<file path="src/rtl/core/tlbpt_pkg.sv">
// ----------------------------------------------------------------------------
// tlbpt_pkg
// Shared widths, default sizes and controller/datapath bundles for the
// TLB page translator.
// ----------------------------------------------------------------------------
package tlbpt_pkg;

  // Fixed field widths
  localparam int unsigned AddrW  = 16;
  localparam int unsigned PageW  = 8;
  localparam int unsigned OffsW  = 8;
  localparam int unsigned FrameW = 8;

  // Default sizes
  localparam int unsigned TlbEntriesDef = 16;
  localparam int unsigned PageCountDef  = 256;
  localparam int unsigned FrameCountDef = 256;

  // Controller to datapath
  typedef struct packed {
    logic load;    // capture address, start page table read
    logic commit;  // resolve lookup, update state, load result register
  } cmd_t;

  // Datapath to controller
  typedef struct packed {
    logic out_free;  // result register can take a new result this cycle
  } status_t;

endpackage

</file>
<file path="src/rtl/core/tlbpt_req_if.sv">
// ----------------------------------------------------------------------------
// tlbpt_req_if
// Request channel: logical address with valid/ready.
// ----------------------------------------------------------------------------
interface tlbpt_req_if;
  logic                             valid;
  logic                             ready;
  logic [tlbpt_pkg::AddrW-1:0]      virt_addr;

  modport source (output valid, output virt_addr, input ready);
  modport sink   (input valid, input virt_addr, output ready);
endinterface

</file>
<file path="src/rtl/core/tlbpt_rsp_if.sv">
// ----------------------------------------------------------------------------
// tlbpt_rsp_if
// Response channel: translated address, frame and lookup flags.
// ----------------------------------------------------------------------------
interface tlbpt_rsp_if;
  logic                             valid;
  logic                             ready;
  logic [tlbpt_pkg::AddrW-1:0]      physical_address;
  logic [tlbpt_pkg::FrameW-1:0]     frame_out;
  logic                             tlb_hit;
  logic                             pt_fault;

  modport source (output valid, output physical_address, output frame_out,
                  output tlb_hit, output pt_fault, input ready);
  modport sink   (input valid, input physical_address, input frame_out,
                  input tlb_hit, input pt_fault, output ready);
endinterface

</file>
<file path="src/rtl/core/tlb_page_translator_top.sv">
// ----------------------------------------------------------------------------
// tlb_page_translator_top
// Logical to physical address translation through a recency-ordered TLB
// backed by a direct-indexed page table with on-demand frame allocation.
// ----------------------------------------------------------------------------
// Flow: a request is taken in the idle state, which captures the address and reads
//   the page table port; the lookup state then does the TLB compare and table
//   write-back and loads the result register, stalling while that register holds
//   an untaken result. A new request is taken only once the previous one is committed.
// A result waits in the output register; the next request is taken meanwhile.
// Reset clears the TLB fill count, the page-table valid bits and the free-frame
//   counter at once; no clearing pass is needed.
module tlb_page_translator_top #(
  parameter int unsigned TLB_ENTRIES = tlbpt_pkg::TlbEntriesDef,
  parameter int unsigned PAGE_COUNT  = tlbpt_pkg::PageCountDef,
  parameter int unsigned FRAME_COUNT = tlbpt_pkg::FrameCountDef
) (
  input  logic        clk_i,
  input  logic        rst_ni,
  tlbpt_req_if.sink   req_i,
  tlbpt_rsp_if.source rsp_o
);

  tlbpt_pkg::cmd_t    cmd;
  tlbpt_pkg::status_t status;

  tlbpt_ctrl u_ctrl (
    .clk_i      (clk_i),
    .rst_ni     (rst_ni),
    .in_valid_i (req_i.valid),
    .in_ready_o (req_i.ready),
    .status_i   (status),
    .cmd_o      (cmd)
  );

  tlbpt_datapath #(
    .TLB_ENTRIES (TLB_ENTRIES),
    .PAGE_COUNT  (PAGE_COUNT),
    .FRAME_COUNT (FRAME_COUNT)
  ) u_datapath (
    .clk_i              (clk_i),
    .rst_ni             (rst_ni),
    .cmd_i              (cmd),
    .status_o           (status),
    .virt_addr_i        (req_i.virt_addr),
    .out_ready_i        (rsp_o.ready),
    .out_valid_o        (rsp_o.valid),
    .physical_address_o (rsp_o.physical_address),
    .frame_out_o        (rsp_o.frame_out),
    .tlb_hit_o          (rsp_o.tlb_hit),
    .pt_fault_o         (rsp_o.pt_fault)
  );

endmodule

</file>
<file path="src/rtl/core/tlbpt_ctrl.sv">
// ----------------------------------------------------------------------------
// tlbpt_ctrl
// Two-state controller: take a request, then resolve it once the result
// register has room.
// ----------------------------------------------------------------------------
module tlbpt_ctrl (
  input  logic               clk_i,
  input  logic               rst_ni,
  input  logic               in_valid_i,
  output logic               in_ready_o,
  input  tlbpt_pkg::status_t status_i,
  output tlbpt_pkg::cmd_t    cmd_o
);

  localparam logic StIdle   = 1'b0;
  localparam logic StLookup = 1'b1;

  logic state_q, state_d;

  // Next state and commands
  always_comb begin
    state_d       = state_q;
    cmd_o.load    = 1'b0;
    cmd_o.commit  = 1'b0;
    in_ready_o    = 1'b0;
    case (state_q)
      StIdle: begin
        in_ready_o = 1'b1;
        if (in_valid_i) begin
          cmd_o.load = 1'b1;
          state_d    = StLookup;
        end
      end
      StLookup: begin
        if (status_i.out_free) begin
          cmd_o.commit = 1'b1;
          state_d      = StIdle;
        end
      end
      default: state_d = StIdle;
    endcase
  end

  always_ff @(posedge clk_i or negedge rst_ni) begin
    if (!rst_ni) begin
      state_q <= StIdle;
    end else begin
      state_q <= state_d;
    end
  end

endmodule

</file>
<file path="src/rtl/core/tlbpt_datapath.sv">
// ----------------------------------------------------------------------------
// tlbpt_datapath
// Recency-ordered TLB, direct-indexed page table with valid bits, free-frame
// allocator and the result register.
// ----------------------------------------------------------------------------
module tlbpt_datapath #(
  parameter int unsigned TLB_ENTRIES = tlbpt_pkg::TlbEntriesDef,
  parameter int unsigned PAGE_COUNT  = tlbpt_pkg::PageCountDef,
  parameter int unsigned FRAME_COUNT = tlbpt_pkg::FrameCountDef
) (
  input  logic                          clk_i,
  input  logic                          rst_ni,
  input  tlbpt_pkg::cmd_t               cmd_i,
  output tlbpt_pkg::status_t            status_o,
  input  logic [tlbpt_pkg::AddrW-1:0]   virt_addr_i,
  input  logic                          out_ready_i,
  output logic                          out_valid_o,
  output logic [tlbpt_pkg::AddrW-1:0]   physical_address_o,
  output logic [tlbpt_pkg::FrameW-1:0]  frame_out_o,
  output logic                          tlb_hit_o,
  output logic                          pt_fault_o
);

  localparam int unsigned PageW  = tlbpt_pkg::PageW;
  localparam int unsigned OffsW  = tlbpt_pkg::OffsW;
  localparam int unsigned FrameW = tlbpt_pkg::FrameW;
  localparam int unsigned FillW  = $clog2(TLB_ENTRIES + 1);
  localparam int unsigned PageAw = $clog2(PAGE_COUNT);
  localparam int unsigned NfW    = $clog2(FRAME_COUNT + 1);
  localparam int unsigned RemW   = PageW + 4;
  localparam int unsigned ModSteps = 4;  // quotient of an 8-bit page by >= 16 fits in 4 bits

  // ---------------------------------------------------------------- request
  logic [PageW-1:0]  page_q;
  logic [OffsW-1:0]  offset_q;
  logic [RemW-1:0]   page_rem;

  // Page number modulo PAGE_COUNT by restoring subtraction
  always_comb begin
    page_rem = RemW'(virt_addr_i[tlbpt_pkg::AddrW-1:OffsW]);
    for (int s = ModSteps - 1; s >= 0; s--) begin
      if (page_rem >= (RemW'(PAGE_COUNT) << s)) begin
        page_rem = page_rem - (RemW'(PAGE_COUNT) << s);
      end
    end
  end

  always_ff @(posedge clk_i) begin
    if (cmd_i.load) begin
      page_q   <= page_rem[PageW-1:0];
      offset_q <= virt_addr_i[OffsW-1:0];
    end
  end

  // ---------------------------------------------------------------- page table
  logic [FrameW-1:0]     table_mem [PAGE_COUNT];
  logic [FrameW-1:0]     table_rdata_q;
  logic [PAGE_COUNT-1:0] table_valid_q;
  logic [PageAw-1:0]     page_idx;
  logic                  fault;
  logic [FrameW-1:0]     frame_sel;

  assign page_idx = page_q[PageAw-1:0];

  always_ff @(posedge clk_i) begin
    if (cmd_i.commit && fault) begin
      table_mem[page_idx] <= frame_sel;
    end
    if (cmd_i.load) begin
      table_rdata_q <= table_mem[page_rem[PageAw-1:0]];
    end
  end

  always_ff @(posedge clk_i or negedge rst_ni) begin
    if (!rst_ni) begin
      table_valid_q <= '0;
    end else if (cmd_i.commit && fault) begin
      table_valid_q[page_idx] <= 1'b1;
    end
  end

  // ---------------------------------------------------------------- frame allocator
  logic [NfW-1:0] nf_q;
  logic [NfW-1:0] nf_wrap;

  // Wrap to frame 0 once all frames are handed out
  assign nf_wrap = (nf_q >= NfW'(FRAME_COUNT)) ? '0 : nf_q;

  always_ff @(posedge clk_i or negedge rst_ni) begin
    if (!rst_ni) begin
      nf_q <= '0;
    end else if (cmd_i.commit && fault) begin
      nf_q <= nf_wrap + NfW'(1);
    end
  end

  // ---------------------------------------------------------------- TLB search
  logic [PageW-1:0]  tlb_page_q  [TLB_ENTRIES];
  logic [FrameW-1:0] tlb_frame_q [TLB_ENTRIES];
  logic [FillW-1:0]  fill_q;
  logic              hit;
  logic [FillW-1:0]  hit_pos;
  logic [FrameW-1:0] hit_frame;

  // First matching slot among the filled ones
  always_comb begin
    hit       = 1'b0;
    hit_pos   = '0;
    hit_frame = '0;
    for (int k = TLB_ENTRIES - 1; k >= 0; k--) begin
      if ((FillW'(k) < fill_q) && (tlb_page_q[k] == page_q)) begin
        hit       = 1'b1;
        hit_pos   = FillW'(k);
        hit_frame = tlb_frame_q[k];
      end
    end
  end

  // Frame resolution
  assign fault = !hit && !table_valid_q[page_idx];

  always_comb begin
    if (hit) begin
      frame_sel = hit_frame;
    end else if (!fault) begin
      frame_sel = table_rdata_q;
    end else begin
      frame_sel = FrameW'(nf_wrap);
    end
  end

  // ---------------------------------------------------------------- TLB update
  logic             full;
  logic             shift_en;
  logic [FillW-1:0] shift_from;
  logic [FillW-1:0] last_slot;

  assign full       = (fill_q == FillW'(TLB_ENTRIES));
  assign shift_en   = hit || full;
  assign shift_from = hit ? hit_pos : '0;
  assign last_slot  = shift_en ? (fill_q - FillW'(1)) : fill_q;

  for (genvar k = 0; k < TLB_ENTRIES; k++) begin : g_slot
    logic take_new;
    logic take_next;

    assign take_new  = (FillW'(k) == last_slot);
    assign take_next = shift_en && (FillW'(k) >= shift_from) && (FillW'(k) < last_slot);

    if (k < TLB_ENTRIES - 1) begin : g_shift
      always_ff @(posedge clk_i) begin
        if (cmd_i.commit) begin
          if (take_new) begin
            tlb_page_q[k]  <= page_q;
            tlb_frame_q[k] <= frame_sel;
          end else if (take_next) begin
            tlb_page_q[k]  <= tlb_page_q[k+1];
            tlb_frame_q[k] <= tlb_frame_q[k+1];
          end
        end
      end
    end else begin : g_top
      // Newest slot only ever takes a new entry
      always_ff @(posedge clk_i) begin
        if (cmd_i.commit && take_new && !take_next) begin
          tlb_page_q[k]  <= page_q;
          tlb_frame_q[k] <= frame_sel;
        end
      end
    end
  end

  always_ff @(posedge clk_i or negedge rst_ni) begin
    if (!rst_ni) begin
      fill_q <= '0;
    end else if (cmd_i.commit && !shift_en) begin
      fill_q <= fill_q + FillW'(1);
    end
  end

  // ---------------------------------------------------------------- result register
  logic              out_valid_q;
  logic [FrameW-1:0] out_frame_q;
  logic [OffsW-1:0]  out_offset_q;
  logic              out_hit_q;
  logic              out_fault_q;

  assign status_o.out_free = !out_valid_q || out_ready_i;

  always_ff @(posedge clk_i or negedge rst_ni) begin
    if (!rst_ni) begin
      out_valid_q <= 1'b0;
    end else if (cmd_i.commit) begin
      out_valid_q <= 1'b1;
    end else if (out_ready_i) begin
      out_valid_q <= 1'b0;
    end
  end

  always_ff @(posedge clk_i) begin
    if (cmd_i.commit) begin
      out_frame_q  <= frame_sel;
      out_offset_q <= offset_q;
      out_hit_q    <= hit;
      out_fault_q  <= fault;
    end
  end

  assign out_valid_o        = out_valid_q;
  assign physical_address_o = {out_frame_q, out_offset_q};
  assign frame_out_o        = out_frame_q;
  assign tlb_hit_o          = out_hit_q;
  assign pt_fault_o         = out_fault_q;

endmodule
</file>
<file path="src/flat_wrapper.sv">
// flat-port wrapper written by rule: the top's interface ports become plain ports
module tlb_page_translator_top_flat 
#(
  parameter int unsigned TLB_ENTRIES = tlbpt_pkg::TlbEntriesDef,
  parameter int unsigned PAGE_COUNT  = tlbpt_pkg::PageCountDef,
  parameter int unsigned FRAME_COUNT = tlbpt_pkg::FrameCountDef
)
  (clk_i, rst_ni, req_i_valid, req_i_virt_addr, req_i_ready, rsp_o_valid, rsp_o_physical_address, rsp_o_frame_out, rsp_o_tlb_hit, rsp_o_pt_fault, rsp_o_ready);
  tlbpt_req_if req_i_i ();
  tlbpt_rsp_if rsp_o_i ();
  input  logic clk_i;
  input  logic rst_ni;
  input wire logic [$bits(req_i_i.valid)-1:0] req_i_valid;
  input wire logic [$bits(req_i_i.virt_addr)-1:0] req_i_virt_addr;
  output wire logic [$bits(req_i_i.ready)-1:0] req_i_ready;
  output wire logic [$bits(rsp_o_i.valid)-1:0] rsp_o_valid;
  output wire logic [$bits(rsp_o_i.physical_address)-1:0] rsp_o_physical_address;
  output wire logic [$bits(rsp_o_i.frame_out)-1:0] rsp_o_frame_out;
  output wire logic [$bits(rsp_o_i.tlb_hit)-1:0] rsp_o_tlb_hit;
  output wire logic [$bits(rsp_o_i.pt_fault)-1:0] rsp_o_pt_fault;
  input wire logic [$bits(rsp_o_i.ready)-1:0] rsp_o_ready;
  assign req_i_i.valid = req_i_valid;
  assign req_i_i.virt_addr = req_i_virt_addr;
  assign req_i_ready = req_i_i.ready;
  assign rsp_o_valid = rsp_o_i.valid;
  assign rsp_o_physical_address = rsp_o_i.physical_address;
  assign rsp_o_frame_out = rsp_o_i.frame_out;
  assign rsp_o_tlb_hit = rsp_o_i.tlb_hit;
  assign rsp_o_pt_fault = rsp_o_i.pt_fault;
  assign rsp_o_i.ready = rsp_o_ready;
  tlb_page_translator_top #(.TLB_ENTRIES(TLB_ENTRIES), .PAGE_COUNT(PAGE_COUNT), .FRAME_COUNT(FRAME_COUNT)) u_core (.clk_i(clk_i), .rst_ni(rst_ni), .req_i(req_i_i), .rsp_o(rsp_o_i));
endmodule
</file>
<file path="config.mk">
export PLATFORM = sky130hd
export DESIGN_NAME = tlb_page_translator_top_flat
export DESIGN_NICKNAME = d
export VERILOG_FILES = /design/src/rtl/core/tlbpt_pkg.sv /design/src/rtl/core/tlbpt_req_if.sv /design/src/rtl/core/tlbpt_rsp_if.sv /design/src/rtl/core/tlb_page_translator_top.sv /design/src/rtl/core/tlbpt_ctrl.sv /design/src/rtl/core/tlbpt_datapath.sv /design/src/flat_wrapper.sv
export SDC_FILE = /design/constraint.sdc
export NUM_CORES = 2
export LEC_CHECK = 0
export BUFFER_PORTS_ARGS = -buffer_cell sky130_fd_sc_hd__buf_2
export CORE_UTILIZATION = 40
export DETAILED_ROUTE_END_ITERATION = 6
export PLACE_DENSITY = 0.62
export SLEW_MARGIN = 0
export SYNTH_ARGS = -nofsm -noshare
export SYNTH_HDL_FRONTEND = slang
export SYNTH_SLANG_ARGS = --single-unit
</file>
<file path="constraint.sdc">
create_clock -name clk_i -period 20.4 [get_ports clk_i]
set_input_delay 4.08 -clock clk_i [delete_from_list [all_inputs] [get_ports clk_i]]
set_output_delay 4.08 -clock clk_i [all_outputs]
set_load 0.05 [all_outputs]
</file>
==> flow_metrics.py <==
metrics = {
    "worst_setup_path": {
        "path_cells": "buf_8 -> buf_12 -> buf_4 -> buf_4 -> mux4_2 -> mux4_2 -> mux4_2 -> mux4_2",
        "rr_startpoint": "u_core.u_datapath.page_idx[4]",
        "cp.required_ns": 21.07,
        "rrSetupSlack_ns": 12.01,
        "critPathKind": "input pin to flop",
        "arrival_ns": 9.62,
        "path_max_fanout": 89,
        "cpMaxStageDelayCell": "buf_4",
        "cp-start-kind": "input pin",
        "slowest_delay_ns": 0.88,
        "end_kind": "flop",
        "r2r_cells": 13,
        "path_common_cell": "mux4_2",
        "r2r-end": "u_core.u_datapath.table_mem[145][3]",
        "critPathTopFamily": "buffers and inverters",
        "critPathBufInv": 4,
    },
    "placed_design": {
        "place_area_um2": 110500,
        "hpwl_mm": 152.0,
        "dp_cells": 8553,
        "routabilityCongestion": 0.8375,
        "port-buffer-count": 47,
    },
    "synth": {
        "synth_edf_count": 2346,
        "synth-seq-cells": 2618,
        "synth_top_family_by_area": "multiplexers",
        "syn-num-nets": 5268,
        "ys_types": 87,
        "ys_seq_area_share_pct": 72.65,
        "synthMuxAreaShare_pct": 18.71,
        "yosysWarnings": 0,
        "avgSynthCellArea_um2": 20.28,
        "synth_cells": 5244,
        "yosys.area_share.simple_pct": 2.564,
        "synth_fa_ha_area_share_pct": 0.04706,
        "synth_xor_area_share_pct": 1.128,
        "synth_compound_area_share_pct": 3.280,
        "async_reset_ff_share_pct": 10.39,
        "synth-main-ff-cell": "edfxtp_1",
        "netlist_area_um2": 106300,
    },
    "route": {
        "drtIter0Drc": 5736,
        "vias": 52220,
        "ant_nets": 0,
        "wl_per_cell_um": 28.56,
        "viasPerCell": 5.769,
        "drt_wl_total_mm": 258.5,
        "drc_errors": 0,
        "drt_first_pass_iters": 6,
    },
    "floorplan": {
        "die-area_um2": 267900,
        "start_util_pct": 40.36,
        "core_um2": 263500,
        "die-width_um": 517.6,
        "io_pins": 48,
        "die_y_um": 517.6,
        "core.rowCount": 188,
    },
    "global_route": {
        "grt_usage_pct": 19.22,
        "antenna_found_initial": 6,
        "grt_pass1_wl_mm": 379.9,
        "grt_max_degree": 127,
        "grt_pass1_vias": 53431,
        "grt_overflow_total": 0,
    },
    "pwr": {
        "fin_total_pwr_uw": 14620,
        "p_per_area_nw_per_um2": 122.3,
        "cellLeakagePower_uw": 0.03839,
        "power_frac_seq_pct": 49.2,
        "comb_power_share_pct": 16.4,
        "clock_power_share_pct": 34.4,
        "sw_frac_of_total_pct": 27.11,
        "ir_worst_vdd_mv": 0.1070,
        "internal_power_uw": 10660,
        "p_switching_uw": 3963,
    },
    "timing": {
        "worstMarginPinSlew_ns": 1.286,
        "finalMaxSlewViolations": 0,
        "period_share_pct": 43.83,
        "relSlewSlack_pct": 13.50,
        "rsz0062_at_grt": "false",
        "finalClockSkew_ns": 0.08745,
        "period_needed_ns": 8.942,
        "setup_violations": 0,
        "tns_ns": 0,
        "final_hold_viol_count": 0,
        "timing.fmax_mhz": 111.8,
    },
    "final_layout": {
        "layout.nets": 5356,
        "fillCellCount": 21957,
        "final_cell_count_no_fill": 9052,
        "layout-drive-gt1-share_pct": 29.13,
        "final_common_cell": "edfxtp_1",
        "syn_to_final_growth_pct": 12.44,
        "fin_area_um2": 119600,
        "final_cell_mix": "2346 x edfxtp_1, 756 x mux4_2, 312 x nor2_1",
    },
    "clock_network": {
        "numCtsBuffers": 292,
        "cts_htree_levels": 5,
        "path_clk_slew_ns": 0.06,
        "clock-sinks": 2618,
        "cts_resized": 0,
        "postCtsSetupBuffers": 0,
        "cts_buffer_depth": 4,
        "root_buffer": "clkbuf_16",
        "cts_tree": "done",
        "hold_buffers": 0,
        "insertion_delay_ns": 0.95,
    },
    "worst_hold_path": {
        "min_to": "u_core.u_datapath.out_offset_q[5]",
        "min_from": "u_core.u_datapath.offset_q[5]",
        "hold_path.class": "flop to flop",
        "whs_path_depth": 0,
    },
    "status": {
        "outcome": "finished clean",
    },
    "run": {
        "cap_violations": 0,
    },
}
[sequential cells by signal, summed over array words and instances, names as in the netlist]
name	flops
u_core.u_datapath.table_mem	2048
u_core.u_datapath.table_valid_q	256
u_core.u_datapath.tlb_frame_q	128
u_core.u_datapath.tlb_page_q	128
u_core.u_datapath.nf_q	9
u_core.u_datapath.frame_out_o	8
u_core.u_datapath.offset_q	8
u_core.u_datapath.out_offset_q	8
u_core.u_datapath.page_idx	8
u_core.u_datapath.table_rdata_q	8
u_core.u_datapath.fill_q	5
u_core.u_ctrl.state_q	1
u_core.u_datapath.out_valid_o	1
u_core.u_datapath.pt_fault_o	1
u_core.u_datapath.tlb_hit_o	1
[Yosys cell counts (all sizes together) (9+ instances only)]
master | number | area [um2]
nor2b | 19 | 118.9
nor2 | 314 | 1184
inv | 23 | 86.34
o211ai | 22 | 175.2
xnor2 | 76 | 665.6
a31oi | 16 | 100.1
dfrtp | 272 | 6807
nor3 | 33 | 186.4
o21bai | 260 | 1956
buf | 166 | 850.8
and3 | 15 | 93.84
or3 | 16 | 105.1
nand4 | 28 | 175.2
o21ai | 45 | 225.2
nor4 | 20 | 125.1
mux2 | 246 | 2770
xor2 | 61 | 534.3
a21oi | 29 | 152.7
clkbuf | 208 | 783.3
nand2 | 87 | 326.6
edfxtp | 2346 | 70450
mux2i | 10 | 100.1
a22oi | 9 | 67.56
mux4 | 756 | 17030
nand3 | 42 | 215.2
o22ai | 9 | 62.56
[worst register-to-register path: stages, from the launching register on]
cell,delay [ns]
edfxtp_1,0.71
buf_4,0.53
xor2_1,0.25
nor4_1,0.10
nand3_1,0.38
nand2_1,0.24
or4_1,0.95
or4_1,0.64
a311o_1,0.54
nor3_1,0.60
a221o_4,0.49
buf_4,0.72
buf_4,0.83
buf_4,0.97
[power groups by stage]
| stage | clock network, uW | registers, uW | logic (uW) |
|---|---|---|---|
| after floorplan | 0 | 7400 | 1450 |
| after global placement | 0 | 7290 | 2340 |
| after detailed placement | 0 | 7300 | 2430 |
| after CTS | 5110 | 7190 | 2430 |
| after global routing | 5310 | 7220 | 2570 |
| final | 5020 | 7190 | 2400 |
[cells by family (layout without fill, tap and decap cells)]
family | count (synthesis) | count (layout)
DFF | 2618 | 2618
muxes | 1012 | 1012
xor gates and xnor gates | 137 | 137
buffers and inverters | 398 | 687
other | 0 | 4
AOI/OAI and AO/OA | 474 | 474
and+or+nand+nor | 601 | 601
adders and majority gates | 4 | 4
[routing by layer]
layer / vias up / GRT usage (%) / part of all wire [%]
li1: 21717 / - / -
met1: 28217 / 26.95 / 42
met2: 1904 / 30.93 / 49
met3: 380 / 3.424 / 6.6
met4: 2 / 5.260 / 2.5
met5: - / 0 / 0.0031
[how the worst max path moves through the flow]
stage | from | to | cells past startpoint
finish | req_i_virt_addr[8] | u_core.u_datapath.table_rdata_q[0] | 8
detailed placement | req_i_virt_addr[8] | u_core.u_datapath.table_rdata_q[0] | 8
global route | req_i_virt_addr[8] | u_core.u_datapath.table_rdata_q[4] | 8
floorplan | u_core.u_datapath.page_idx[3] | u_core.u_datapath.frame_out_o[5] | 14
CTS | req_i_virt_addr[8] | u_core.u_datapath.table_rdata_q[0] | 8
global placement | req_i_virt_addr[8] | u_core.u_datapath.table_rdata_q[0] | 8
[metrics by stage]
| step | util (%) | hold WS, ns | setup slack (ns) |
|---|---|---|---|
| CTS | 45.38 | 0.4216 | 11.37 |
| finish | 45.39 | 0.4223 | 11.46 |
| global placement | 41.96 | 0.4002 | 10.38 |
| detailed placement | 41.96 | 0.4054 | 10.36 |
| global route | 45.38 | 0.4353 | 11.08 |
| floorplan | - | 0.4003 | 11.86 |
[final cells by class]
type                            count  area, um2  area share, %
Sequential cell                  2618      77250          64.61
Clock buffer                      362       7839          6.556
Antenna cell                        4      10.01       0.008371
Clock inverter                    133       1192         0.9972
Timing Repair Buffer              168       1240          1.037
Tap cell                         3515       4398          3.678
Multi-Input combinational cell   2228      27550          23.04
Inverter                           24      90.09        0.07534
No activity file was read; power rests on OpenSTA's default activity.
